===== src/design/usbsrh_pkg.sv =====
// ----------------------------------------------------------------------------
// usbsrh_pkg
// Shared types and constants of the USB standard request handler: setup
// fields, result fields, request codes and configuration register indexes.
// ----------------------------------------------------------------------------
package usbsrh_pkg;

   localparam int REQ_TDATA_W = 56;
   localparam int RSP_TDATA_W = 32;
   localparam int RSP_TUSER_W = 4;
   localparam int CSR_INDEX_W = 4;
   localparam int CSR_DATA_W  = 8;

   // bmRequestType fields and values
   localparam logic [7:0] RTYPE_KIND_MASK = 8'h60;
   localparam logic [7:0] RTYPE_STANDARD  = 8'h00;
   localparam logic [7:0] RTYPE_VENDOR    = 8'h40;
   localparam logic [7:0] RTYPE_DEV_OUT   = 8'h00;
   localparam logic [7:0] RTYPE_EP_OUT    = 8'h02;
   localparam logic [7:0] RTYPE_DEV_IN    = 8'h80;
   localparam logic [7:0] RTYPE_IF_IN     = 8'h81;
   localparam logic [7:0] RTYPE_EP_IN     = 8'h82;

   // standard bRequest codes
   localparam logic [7:0] REQ_GET_STATUS    = 8'd0;
   localparam logic [7:0] REQ_CLEAR_FEATURE = 8'd1;
   localparam logic [7:0] REQ_SET_FEATURE   = 8'd3;
   localparam logic [7:0] REQ_SET_ADDRESS   = 8'd5;
   localparam logic [7:0] REQ_GET_DESC      = 8'd6;
   localparam logic [7:0] REQ_GET_CONFIG    = 8'd8;
   localparam logic [7:0] REQ_SET_CONFIG    = 8'd9;
   localparam logic [7:0] REQ_GET_INTF      = 8'd10;
   localparam logic [7:0] REQ_SET_INTF      = 8'd11;
   localparam logic [7:0] REQ_SYNCH_FRAME   = 8'd12;

   // descriptor types (high byte of wValue)
   localparam logic [7:0] DT_DEVICE = 8'd1;
   localparam logic [7:0] DT_CONFIG = 8'd2;
   localparam logic [7:0] DT_STRING = 8'd3;

   localparam logic [15:0] LANG_EN_US = 16'h0409;

   // descriptor kind codes on the result
   localparam logic [2:0] KIND_NONE     = 3'd0;
   localparam logic [2:0] KIND_DEVICE   = 3'd1;
   localparam logic [2:0] KIND_CONFIG   = 3'd2;
   localparam logic [2:0] KIND_LANGUAGE = 3'd3;
   localparam logic [2:0] KIND_STRING   = 3'd4;

   // configuration register indexes
   localparam logic [CSR_INDEX_W-1:0] CSR_VENDOR_READ  = 4'd0;
   localparam logic [CSR_INDEX_W-1:0] CSR_VENDOR_CLEAR = 4'd1;

   localparam logic [7:0] VENDOR_READ_RESET  = 8'd1;
   localparam logic [7:0] VENDOR_CLEAR_RESET = 8'd2;

   typedef struct packed {
      logic [7:0]  request_type;
      logic [7:0]  request_code;
      logic [15:0] request_value;
      logic [15:0] request_index;
      logic [7:0]  overflow_count;
   } setup_type;

   typedef struct packed {
      logic       stall_control;
      logic [1:0] reply_length;
      logic [7:0] reply_first;
      logic [7:0] reply_second;
      logic [2:0] descriptor_kind;
      logic [7:0] descriptor_number;
      logic       clear_overflow;
      logic       reset_bulk_toggles;
   } result_type;

   typedef struct packed {
      logic [7:0] read_code;
      logic [7:0] clear_code;
   } vendor_cfg_type;

endpackage


===== src/design/usbsrh_csr.sv =====
// ----------------------------------------------------------------------------
// usbsrh_csr
// Vendor request code registers, written through the configuration channel.
// ----------------------------------------------------------------------------
module usbsrh_csr (
   input  logic                              clock,
   input  logic                              reset,
   input  logic                              csr_valid,
   output logic                              csr_ready,
   input  logic [usbsrh_pkg::CSR_INDEX_W-1:0] csr_index,
   input  logic [usbsrh_pkg::CSR_DATA_W-1:0]  csr_data,
   output usbsrh_pkg::vendor_cfg_type        cfg
);
   import usbsrh_pkg::*;

   logic [7:0] read_code_ff;
   logic [7:0] clear_code_ff;
   logic       csr_write;

   assign csr_ready = 1'b1;
   assign csr_write = csr_valid && csr_ready;

   always_ff @(posedge clock) begin
      if (reset) begin
         read_code_ff  <= VENDOR_READ_RESET;
         clear_code_ff <= VENDOR_CLEAR_RESET;
      end else if (csr_write) begin
         case (csr_index)
            CSR_VENDOR_READ:  read_code_ff  <= csr_data;
            CSR_VENDOR_CLEAR: clear_code_ff <= csr_data;
            default: ;
         endcase
      end
   end

   assign cfg.read_code  = read_code_ff;
   assign cfg.clear_code = clear_code_ff;

endmodule


===== src/design/usbsrh_decode.sv =====
// ----------------------------------------------------------------------------
// usbsrh_decode
// Setup packet decode: result fields and next endpoint halt bits.
// ----------------------------------------------------------------------------
module usbsrh_decode #(
   parameter int ENDPOINT_COUNT = 7
) (
   input  usbsrh_pkg::setup_type        setup,
   input  usbsrh_pkg::vendor_cfg_type   cfg,
   input  logic [2*ENDPOINT_COUNT-1:0]  halt_cur,
   output usbsrh_pkg::result_type       result,
   output logic [2*ENDPOINT_COUNT-1:0]  halt_next
);
   import usbsrh_pkg::*;

   localparam int         HALT_W   = 2 * ENDPOINT_COUNT;
   localparam logic [3:0] EP_LIMIT = 4'(ENDPOINT_COUNT);

   logic [3:0]        ep_num;
   logic              ep_in;
   logic              ep_zero;
   logic              ep_bad;
   logic [HALT_W-1:0] ep_sel;
   logic [HALT_W-1:0] bulk_mask;
   logic              ep_halted;
   logic [7:0]        desc_type;
   logic [7:0]        desc_index;
   logic              stall;
   result_type        res;

   assign ep_num     = setup.request_index[3:0];
   assign ep_in      = setup.request_index[7];
   assign ep_zero    = (ep_num == 4'd0);
   assign ep_bad     = (ep_num > EP_LIMIT);
   assign desc_type  = setup.request_value[15:8];
   assign desc_index = setup.request_value[7:0];

   always_comb begin
      for (int n = 0; n < ENDPOINT_COUNT; n++) begin
         ep_sel[2*n]      = (ep_num == 4'(n + 1)) && !ep_in;
         ep_sel[2*n+1]    = (ep_num == 4'(n + 1)) && ep_in;
         bulk_mask[2*n]   = (n == 1);
         bulk_mask[2*n+1] = (n == 1);
      end
   end

   assign ep_halted = |(halt_cur & ep_sel);

   always_comb begin
      res       = '0;
      stall     = 1'b0;
      halt_next = halt_cur;
      if ((setup.request_type & RTYPE_KIND_MASK) == RTYPE_STANDARD) begin
         case (setup.request_code)
            REQ_GET_STATUS: begin
               if (setup.request_type == RTYPE_DEV_IN || setup.request_type == RTYPE_IF_IN) begin
                  res.reply_length = 2'd2;
               end else if (setup.request_type == RTYPE_EP_IN) begin
                  if (ep_bad) begin
                     stall = 1'b1;
                  end else begin
                     res.reply_length = 2'd2;
                     res.reply_first  = {7'd0, ep_halted};
                  end
               end else begin
                  stall = 1'b1;
               end
            end
            REQ_CLEAR_FEATURE: begin
               if (setup.request_type == RTYPE_DEV_OUT) begin
                  stall = 1'b1;
               end else if (setup.request_type == RTYPE_EP_OUT) begin
                  if (setup.request_value != 16'd0 || ep_bad) begin
                     stall = 1'b1;
                  end else begin
                     halt_next = halt_cur & ~ep_sel;
                  end
               end
            end
            REQ_SET_FEATURE: begin
               if (setup.request_type == RTYPE_EP_OUT) begin
                  if (setup.request_value != 16'd0 || ep_bad || ep_zero) begin
                     stall = 1'b1;
                  end else begin
                     halt_next = halt_cur | ep_sel;
                  end
               end
            end
            REQ_SET_ADDRESS, REQ_SET_CONFIG, REQ_SYNCH_FRAME: ;
            REQ_GET_DESC: begin
               case (desc_type)
                  DT_DEVICE: res.descriptor_kind = KIND_DEVICE;
                  DT_CONFIG: res.descriptor_kind = KIND_CONFIG;
                  DT_STRING: begin
                     if (setup.request_index == 16'd0 ||
                         (setup.request_index == LANG_EN_US && desc_index == 8'd0)) begin
                        res.descriptor_kind = KIND_LANGUAGE;
                     end else if (setup.request_index == LANG_EN_US) begin
                        res.descriptor_kind   = KIND_STRING;
                        res.descriptor_number = desc_index;
                     end else begin
                        stall = 1'b1;
                     end
                  end
                  default: stall = 1'b1;
               endcase
            end
            REQ_GET_CONFIG: begin
               res.reply_length = 2'd1;
               res.reply_first  = 8'd1;
            end
            REQ_GET_INTF: res.reply_length = 2'd1;
            REQ_SET_INTF: begin
               halt_next              = halt_cur & ~bulk_mask;
               res.reset_bulk_toggles = 1'b1;
            end
            default: stall = 1'b1;
         endcase
      end else if ((setup.request_type & RTYPE_KIND_MASK) == RTYPE_VENDOR) begin
         if (setup.request_code == cfg.read_code && setup.request_type[7]) begin
            res.reply_length = 2'd1;
            res.reply_first  = setup.overflow_count;
         end else if (setup.request_code == cfg.clear_code && !setup.request_type[7]) begin
            res.clear_overflow = 1'b1;
         end else begin
            stall = 1'b1;
         end
      end else begin
         stall = 1'b1;
      end

      if (stall) begin
         res = '0;
      end
      res.stall_control = stall;
   end

   assign result = res;

endmodule


===== src/design/usb_standard_request_handler.sv =====
// A setup beat goes from the input register through decode to the result register.
// One beat per cycle unless rsp_ stalls; halt bits update as a beat leaves decode.
// Backpressure on rsp_ holds the result register and then the input register.
// Reset (synchronous, active high) clears both valid flags, all endpoint halt bits,
// and loads the vendor read and clear codes with 1 and 2.
// ----------------------------------------------------------------------------
// usb_standard_request_handler
// USB standard and vendor control request handler with per-endpoint halt tracking.
// ----------------------------------------------------------------------------
module usb_standard_request_handler #(
   parameter int ENDPOINT_COUNT = 7
) (
   input  logic                                clock,
   input  logic                                reset,
   input  logic                                req_tvalid,
   output logic                                req_tready,
   // request_type, request_code, request_value, request_index, overflow_count
   input  logic [usbsrh_pkg::REQ_TDATA_W-1:0]  req_tdata,
   output logic                                rsp_tvalid,
   input  logic                                rsp_tready,
   // reply_length, reply_first, reply_second, descriptor_number,
   // clear_overflow, reset_bulk_toggles, zero fill
   output logic [usbsrh_pkg::RSP_TDATA_W-1:0]  rsp_tdata,
   // stall_control, descriptor_kind
   output logic [usbsrh_pkg::RSP_TUSER_W-1:0]  rsp_tuser,
   input  logic                                csr_valid,
   output logic                                csr_ready,
   input  logic [usbsrh_pkg::CSR_INDEX_W-1:0]  csr_index,
   input  logic [usbsrh_pkg::CSR_DATA_W-1:0]   csr_data
);
   import usbsrh_pkg::*;

   localparam int HALT_W = 2 * ENDPOINT_COUNT;

   logic              s1_valid_ff;
   logic              s1_valid_in;
   setup_type         s1_data_ff;
   logic              out_valid_ff;
   logic              out_valid_in;
   result_type        out_data_ff;
   logic [HALT_W-1:0] halt_ff;
   logic [HALT_W-1:0] halt_in;
   logic [HALT_W-1:0] halt_next;
   result_type        result;
   vendor_cfg_type    cfg;
   setup_type         req_setup;
   logic              req_accept;
   logic              s1_move;

   usbsrh_csr u_csr (
      .clock     (clock),
      .reset     (reset),
      .csr_valid (csr_valid),
      .csr_ready (csr_ready),
      .csr_index (csr_index),
      .csr_data  (csr_data),
      .cfg       (cfg)
   );

   usbsrh_decode #(
      .ENDPOINT_COUNT (ENDPOINT_COUNT)
   ) u_decode (
      .setup     (s1_data_ff),
      .cfg       (cfg),
      .halt_cur  (halt_ff),
      .result    (result),
      .halt_next (halt_next)
   );

   assign req_setup.request_type   = req_tdata[7:0];
   assign req_setup.request_code   = req_tdata[15:8];
   assign req_setup.request_value  = req_tdata[31:16];
   assign req_setup.request_index  = req_tdata[47:32];
   assign req_setup.overflow_count = req_tdata[55:48];

   assign s1_move    = s1_valid_ff && (!out_valid_ff || rsp_tready);
   assign req_tready = !s1_valid_ff || s1_move;
   assign req_accept = req_tvalid && req_tready;

   assign s1_valid_in  = req_accept ? 1'b1 : (s1_move ? 1'b0 : s1_valid_ff);
   assign out_valid_in = s1_move ? 1'b1 : (rsp_tready ? 1'b0 : out_valid_ff);
   assign halt_in      = s1_move ? halt_next : halt_ff;

   always_ff @(posedge clock) begin
      if (reset) begin
         s1_valid_ff  <= 1'b0;
         out_valid_ff <= 1'b0;
         halt_ff      <= '0;
      end else begin
         s1_valid_ff  <= s1_valid_in;
         out_valid_ff <= out_valid_in;
         halt_ff      <= halt_in;
      end
   end

   always_ff @(posedge clock) begin
      if (req_accept) begin
         s1_data_ff <= req_setup;
      end
      if (s1_move) begin
         out_data_ff <= result;
      end
   end

   assign rsp_tvalid      = out_valid_ff;
   assign rsp_tdata[1:0]  = out_data_ff.reply_length;
   assign rsp_tdata[9:2]  = out_data_ff.reply_first;
   assign rsp_tdata[17:10] = out_data_ff.reply_second;
   assign rsp_tdata[25:18] = out_data_ff.descriptor_number;
   assign rsp_tdata[26]    = out_data_ff.clear_overflow;
   assign rsp_tdata[27]    = out_data_ff.reset_bulk_toggles;
   assign rsp_tdata[31:28] = 4'd0;
   assign rsp_tuser[0]     = out_data_ff.stall_control;
   assign rsp_tuser[3:1]   = out_data_ff.descriptor_kind;

endmodule


===== config.mk =====
export PLATFORM = sky130hd
export DESIGN_NAME = usb_standard_request_handler
export DESIGN_NICKNAME = d
export VERILOG_FILES = /design/src/design/usbsrh_pkg.sv /design/src/design/usbsrh_csr.sv /design/src/design/usbsrh_decode.sv /design/src/design/usb_standard_request_handler.sv
export SDC_FILE = /design/constraint.sdc
export NUM_CORES = 1
export LEC_CHECK = 0
export BUFFER_PORTS_ARGS = -buffer_cell sky130_fd_sc_hd__buf_2
export CAP_MARGIN = 20
export CORE_UTILIZATION = 25
export CTS_CLUSTER_DIAMETER = 150
export DETAILED_ROUTE_END_ITERATION = 12
export GPL_TIMING_DRIVEN = 0
export PLACE_DENSITY = 0.41
export SLEW_MARGIN = 20
export SYNTH_ARGS = -nofsm -noshare
export SYNTH_HDL_FRONTEND = slang
export SYNTH_HIERARCHICAL = 1
export SYNTH_SLANG_ARGS = --single-unit

===== constraint.sdc =====
create_clock -name clock -period 9.1 [get_ports clock]
set_input_delay 0.455 -clock clock [delete_from_list [all_inputs] [get_ports clock]]
set_output_delay 0.455 -clock clock [all_outputs]
set_load 0.01 [all_outputs]

After elaboration in Yosys (flattened, before gate mapping)

Index checks and enable logic that the tools add are counted.

Multiply operators: 0
Divide/modulo/power cells: 0
Reduce and logical (&&, ||, !) cells: 53
Magnitude comparators: 1
Multiplexer cells: 40
Bitwise logic cells: 10
Eq/ne operators: 33
$add $sub $neg: 0
Shift-type cells: 0

Operators with widths:

| kind                                                                     | number |
|---|---|
| 14-bit two-way mux                                                       | 5 |
| 14-bit case mux with 3 select lines                                      | 1 |
| 8-bit by 4-bit equality test with 1-bit output (second input constant)   | 5 |
| 10-bit two-way mux                                                       | 4 |
| 8-bit by 2-bit equality test with 1-bit output (second input constant)   | 4 |
| 8-bit logical NOT                                                        | 4 |
| 14-bit bitwise AND                                                       | 2 |
| 8-bit equality test (second input constant)                              | 3 |
| 1-bit two-way mux                                                        | 20 |
| 1-bit logical AND                                                        | 19 |
| 16-bit by 11-bit equality test with 1-bit output (second input constant) | 1 |
| 4-bit by 3-bit equality test with 1-bit output (second input constant)   | 4 |
| 8-bit by 1-bit equality test with 1-bit output (second input constant)   | 2 |
| 8-bit by 3-bit equality test with 1-bit output (second input constant)   | 2 |
| 8-bit equality test                                                      | 2 |
| 16-bit logical NOT                                                       | 1 |
| 8-bit case mux with 2 select lines                                       | 1 |
| 16-bit nonzero test                                                      | 1 |
| 14-bit inverter                                                          | 1 |
| 14-bit bitwise OR                                                        | 1 |
| 14-bit OR reduction                                                      | 1 |
| 6-bit OR reduction                                                       | 2 |
| 11-bit two-way mux                                                       | 1 |
| 9-bit two-way mux                                                        | 1 |
| other kinds (25)                                                         | 49 |

Input port bits: 73
Bits in writable memories: 0
Flip-flop bits (word level): 120
Bits in latches: 0
Memories: 0
Memory bits (read-only): 0

Depth between registers and ports, before layout

Depth in word-level cells: 9
Mapped depth: 9

Hierarchy

Netlist, hierarchy kept.

By module, submodules not included:

| module                       | area each (um^2) | seq. area each (um^2) | cells each | times used |
|---|---|---|---|---|
| usb_standard_request_handler | 3402.0           | 2962.8                | 164        | 1 |
| usbsrh_decode                | 1332.5           | 0.0                   | 197        | 1 |
| usbsrh_csr                   | 720.7            | 320.3                 | 69         | 1 |

Worst setup path before layout

Ideal clock, no wire load.

Path kind: input to register
From: input rsp_tready
To: register s1_data_ff[0] in the netlist's numbering (enable)
Library setup time: 488 ps
Setup slack: 5365 ps
Cell stages on the path: 2
Data arrival time: 3247 ps
Cell sequence: nor2b_4 > a21oi_1

Word-level cells in the longest chain between the ends: 4

RTL lines:

| element              | line                               | RTL |
|---|---|---|
| start, declared      | usb_standard_request_handler.sv:20 | `input logic rsp_tready,` |
| 1-bit logical OR     | usb_standard_request_handler.sv:76 | `assign s1_move = s1_valid_ff && (!out_valid_ff \|\| rsp_tready);` |
| 1-bit logical AND    | usb_standard_request_handler.sv:76 |  |
| 1-bit logical OR     | usb_standard_request_handler.sv:77 | `assign req_tready = !s1_valid_ff \|\| s1_move;` |
| 1-bit logical AND    | usb_standard_request_handler.sv:78 | `assign req_accept = req_tvalid && req_tready;` |
| net req_accept       | usb_standard_request_handler.sv:47 | `logic req_accept;` |
| end signal, assigned | usb_standard_request_handler.sv:98 | `s1_data_ff <= req_setup;` |
| end, declared        | usb_standard_request_handler.sv:37 | `setup_type s1_data_ff;` |

The timed path passes the listed nets, and every way through them passes these cells.
A chain may end at the register's enable or synchronous reset.

Worst setup path after layout

From: register s1_data_ff[28] in the netlist's numbering
To: register halt_ff[10]

Word-level cells in the longest chain between the ends: 5
Elaborated cells on any way between the ends: 6
Those cells by class: eq/ne (2); reduce/logical (4)

RTL lines:

| element                           | line                                     | RTL |
|---|---|---|
| 16-bit nonzero test (*)           | usbsrh_decode.sv:73, usbsrh_decode.sv:82 |  |
| 1-bit logical OR (*)              | usbsrh_decode.sv:73, usbsrh_decode.sv:82 |  |
| 1-bit logical OR                  | usbsrh_decode.sv:82                      | `if (setup.request_value != 16'd0 \|\| ep_bad \|\| ep_zero) begin` |
| 2-bit != test (no line)           | --                                       |  |
| 9-bit AND reduction (no line) (*) | --                                       |  |
| end signal, assigned              | usb_standard_request_handler.sv:92       | `halt_ff <= halt_in;` |
| end, declared                     | usb_standard_request_handler.sv:41       | `logic [HALT_W-1:0] halt_ff;` |

Mark *: on every way between the ends. The rest lies on a longest branch, timed or not.

==> flow_summary.toml <==
[status]
outcome = "completed"

[critical_path]
crit_chain = "nor4_1 -> nand2_1 -> nor3b_1 -> o311ai_1 -> o21ai_0 -> o21ai_0 -> nand2b_1 -> mux2i_1"
worstPathArrival_ns = 2.93
cpMaxStageDelayCell = "nor3b_1"
startpoint_type = "flip-flop"
crit_required_ns = 9.38
criticalPathCategory = "flip-flop to flip-flop"
critPathMaxFanout = 6
crit_top_cell = "o21ai_0"
slowest_delay_ns = 0.69
endpoint_kind = "flip-flop"

[cts]
htree_num_levels = 4
path_clk_slew_ns = 0.05
cts_resized = 0
cts_buffer_depth = 2
numCtsBuffers = 17
cts_tree = "yes"
clk_latency_ns = 0.41
hold_buffers = 0
cts_setup_buffers = 0
ctsRootBufferMaster = "clkbuf_16"
clkSinkCount = 120

[floorplan]
die_y_um = 150
initial_core_util_pct = 25.7
io_pins = 112
chipWidth_um = 150
coreArea_sq_um = 21200
rows = 53
dieArea_sq_um = 22400

[route]
wl_per_cell_um = 14.5
avgViaCountPerCell = 4.23
wirelength_um = 12400
num_vias = 3614
first_pass_iters = 4
route.detailed.drc = 0
drtIter0Drc = 132
antenna_left = 0

[logic_synthesis]
synth_top_area_share_pct = 48.4
synth.ff_latch_count = 120
synth_edf_count = 88
ys_types = 58
syn_area_sq_um = 5460
synthCells = 430
yosys_warnings = 6
yosysSeqAreaShare_pct = 60.2
synth_top_cell_by_area = "edfxtp_1"
synth_ff_type = "edfxtp_1"
netlist_top_cells_area = "edfxtp_1 (48%), dfxtp_1 (12%), mux2i_1 (6.2%)"
yosysMostFrequentCell = "edfxtp_1"
async_flop_share_pct = 0
syn_avg_cell_area_sq_um = 12.7
synth_common_cells = "edfxtp_1 (88), nand2b_1 (53), mux2i_1 (34)"

[finish]
fill_cells = 2150
diodes = 0
layout-drive-gt1-share_pct = 30.2
final_cells = 854
syn2layout_area_growth_pct = 28.4
fin_nets = 640

[power]
power_density_nw_per_um2 = 194
irDropWorstVdd_uv = 132
power_mw = 1.36
p_leak_nw = 2.57

[timing]
setup_viol = 0
max-slew-margin-rel_pct = 48.5
period_needed_ns = 2.65
setup-tns-final_ns = 0
clock-skew-final_ns = 0.00681
rsz0062_at_grt = "no"
worstMarginPinSlew_ns = 0.771
final_max_slew_viol_count = 0
fin_crit_sh_pct = 29.1
finalHoldViolCount = 0
max_freq_ghz = 0.377

[global_route]
grt_pass1_wl_um = 19800
track_usage_pct = 11.7
grt_overflow_total = 0
grt_pass1_vias = 3758
grt_max_degree = 42
antenna_found_initial = 0

[hold_path]
hold_class = "primary input to flip-flop"

[place]
gp_congestion = 0.735
dp_hpwl_um = 9090
port_buffers = 106
placedCellCount = 823

[job]
drv_cap = 0
-- layout by cell type, fill, tap and decap left out, types with 3 or more instances in the layout --
master and instances:
nor3_1 7, nand4b_1 3, nand2_1 17, nand4_1 5, clkinv_1 3, mux2i_1 34
nor2_1 19, and3_1 5, clkinv_2 3, xnor2_1 17, buf_6 5, nand2b_1 53
nor3b_1 3, buf_4 15, nor4_1 7, edfxtp_1 88, a21oi_1 6, bufinv_16 3
conb_1 13, nor4_4 3, and2_1 18, nand3_1 9, dfxtp_1 32, clkbuf_16 17
o21ai_0 28, clkbuf_1 12, buf_2 107
-- layout make-up --
| class | count | area [sq um] | share of cell area, % |
|---|---|---|---|
| Inverter | 1 | 3.75 | 0.0536 |
| Buffer | 33 | 245 | 3.50 |
| Clock inverter | 11 | 131 | 1.88 |
| Tap cell | 275 | 344 | 4.91 |
| Timing Repair Buffer | 108 | 586 | 8.36 |
| Clock buffer | 20 | 437 | 6.23 |
| Multi-Input combinational cell | 286 | 1980 | 28.2 |
| Sequential cell | 120 | 3280 | 46.9 |
-- metal layers --
layer,global-route usage (%),wire (um),vias up
met2,17.5,5280,112
li1,-,-,1818
met4,4.04,186,0
met3,3.72,712,14
met5,0,0,-
met1,15.7,6220,1670
-- power breakdown --
| group | internal [mW] | total (mW) | switching, mW |
|---|---|---|---|
| Combinational | 0.0406 | 0.0864 | 0.0457 |
| Clock | 0.424 | 0.651 | 0.227 |
| Sequential | 0.612 | 0.622 | 0.0108 |
| Total | 1.08 | 1.36 | 0.283 |
-- worst paths after layout --
path                                             start                     end  slack [ns]  depth (start not counted)
worst max-delay path                    s1_data_ff[28]             halt_ff[10]        6.45                          8
worst max register to register          s1_data_ff[28]             halt_ff[10]        6.45                          8
worst min-delay path                     req_tdata[45]          s1_data_ff[21]        0.22                          1
worst min register to register  u_csr/clear_code_ff[4]  u_csr/clear_code_ff[4]        0.49                          2
-- flip-flops by register name, indices dropped and copies added (netlist names) --
register,flops
s1_data_ff,56
halt_ff,14
s1_valid_ff,1
rsp_tuser,4
rsp_tvalid,1
rsp_tdata,28
u_csr/clear_code_ff,8
u_csr/read_code_ff,8
-- cell families (layout without fill, tap and decap cells) --
| logic type | count (synthesis) | after routing | synth area share (%) |
|---|---|---|---|
| simple gates | 172 | 172 | 20.3 |
| compound gates | 49 | 49 | 5.41 |
| xor+xnor | 17 | 17 | 2.73 |
| mux | 35 | 35 | 6.65 |
| flops | 120 | 120 | 60.2 |
| other cells | 3 | 13 | 0.206 |
| buf+inv | 34 | 173 | 4.56 |
-- per-stage QoR --
stage	hold WS [ns]	setup WS, ns	cell area [sq um]	utilization (%)
3_3_place_gp	0.476	3.83	6370	30.0
2_1_floorplan	0.455	5.36	5490	-
6_report	0.220	6.45	7010	33.0
5_1_grt	0.197	6.13	7010	33.0
3_5_place_dp	0.483	6.45	6440	30.3
4_1_cts	0.199	6.44	7010	33.0
-- critical path, delay by kind of cell, from the launching register on --
family          cells  cell delay, ns
mux                 1            0.06
simple gates        4            1.37
compound gates      3            0.71
flops               1            0.38
Note: power is estimated with default switching activity, not from simulation.
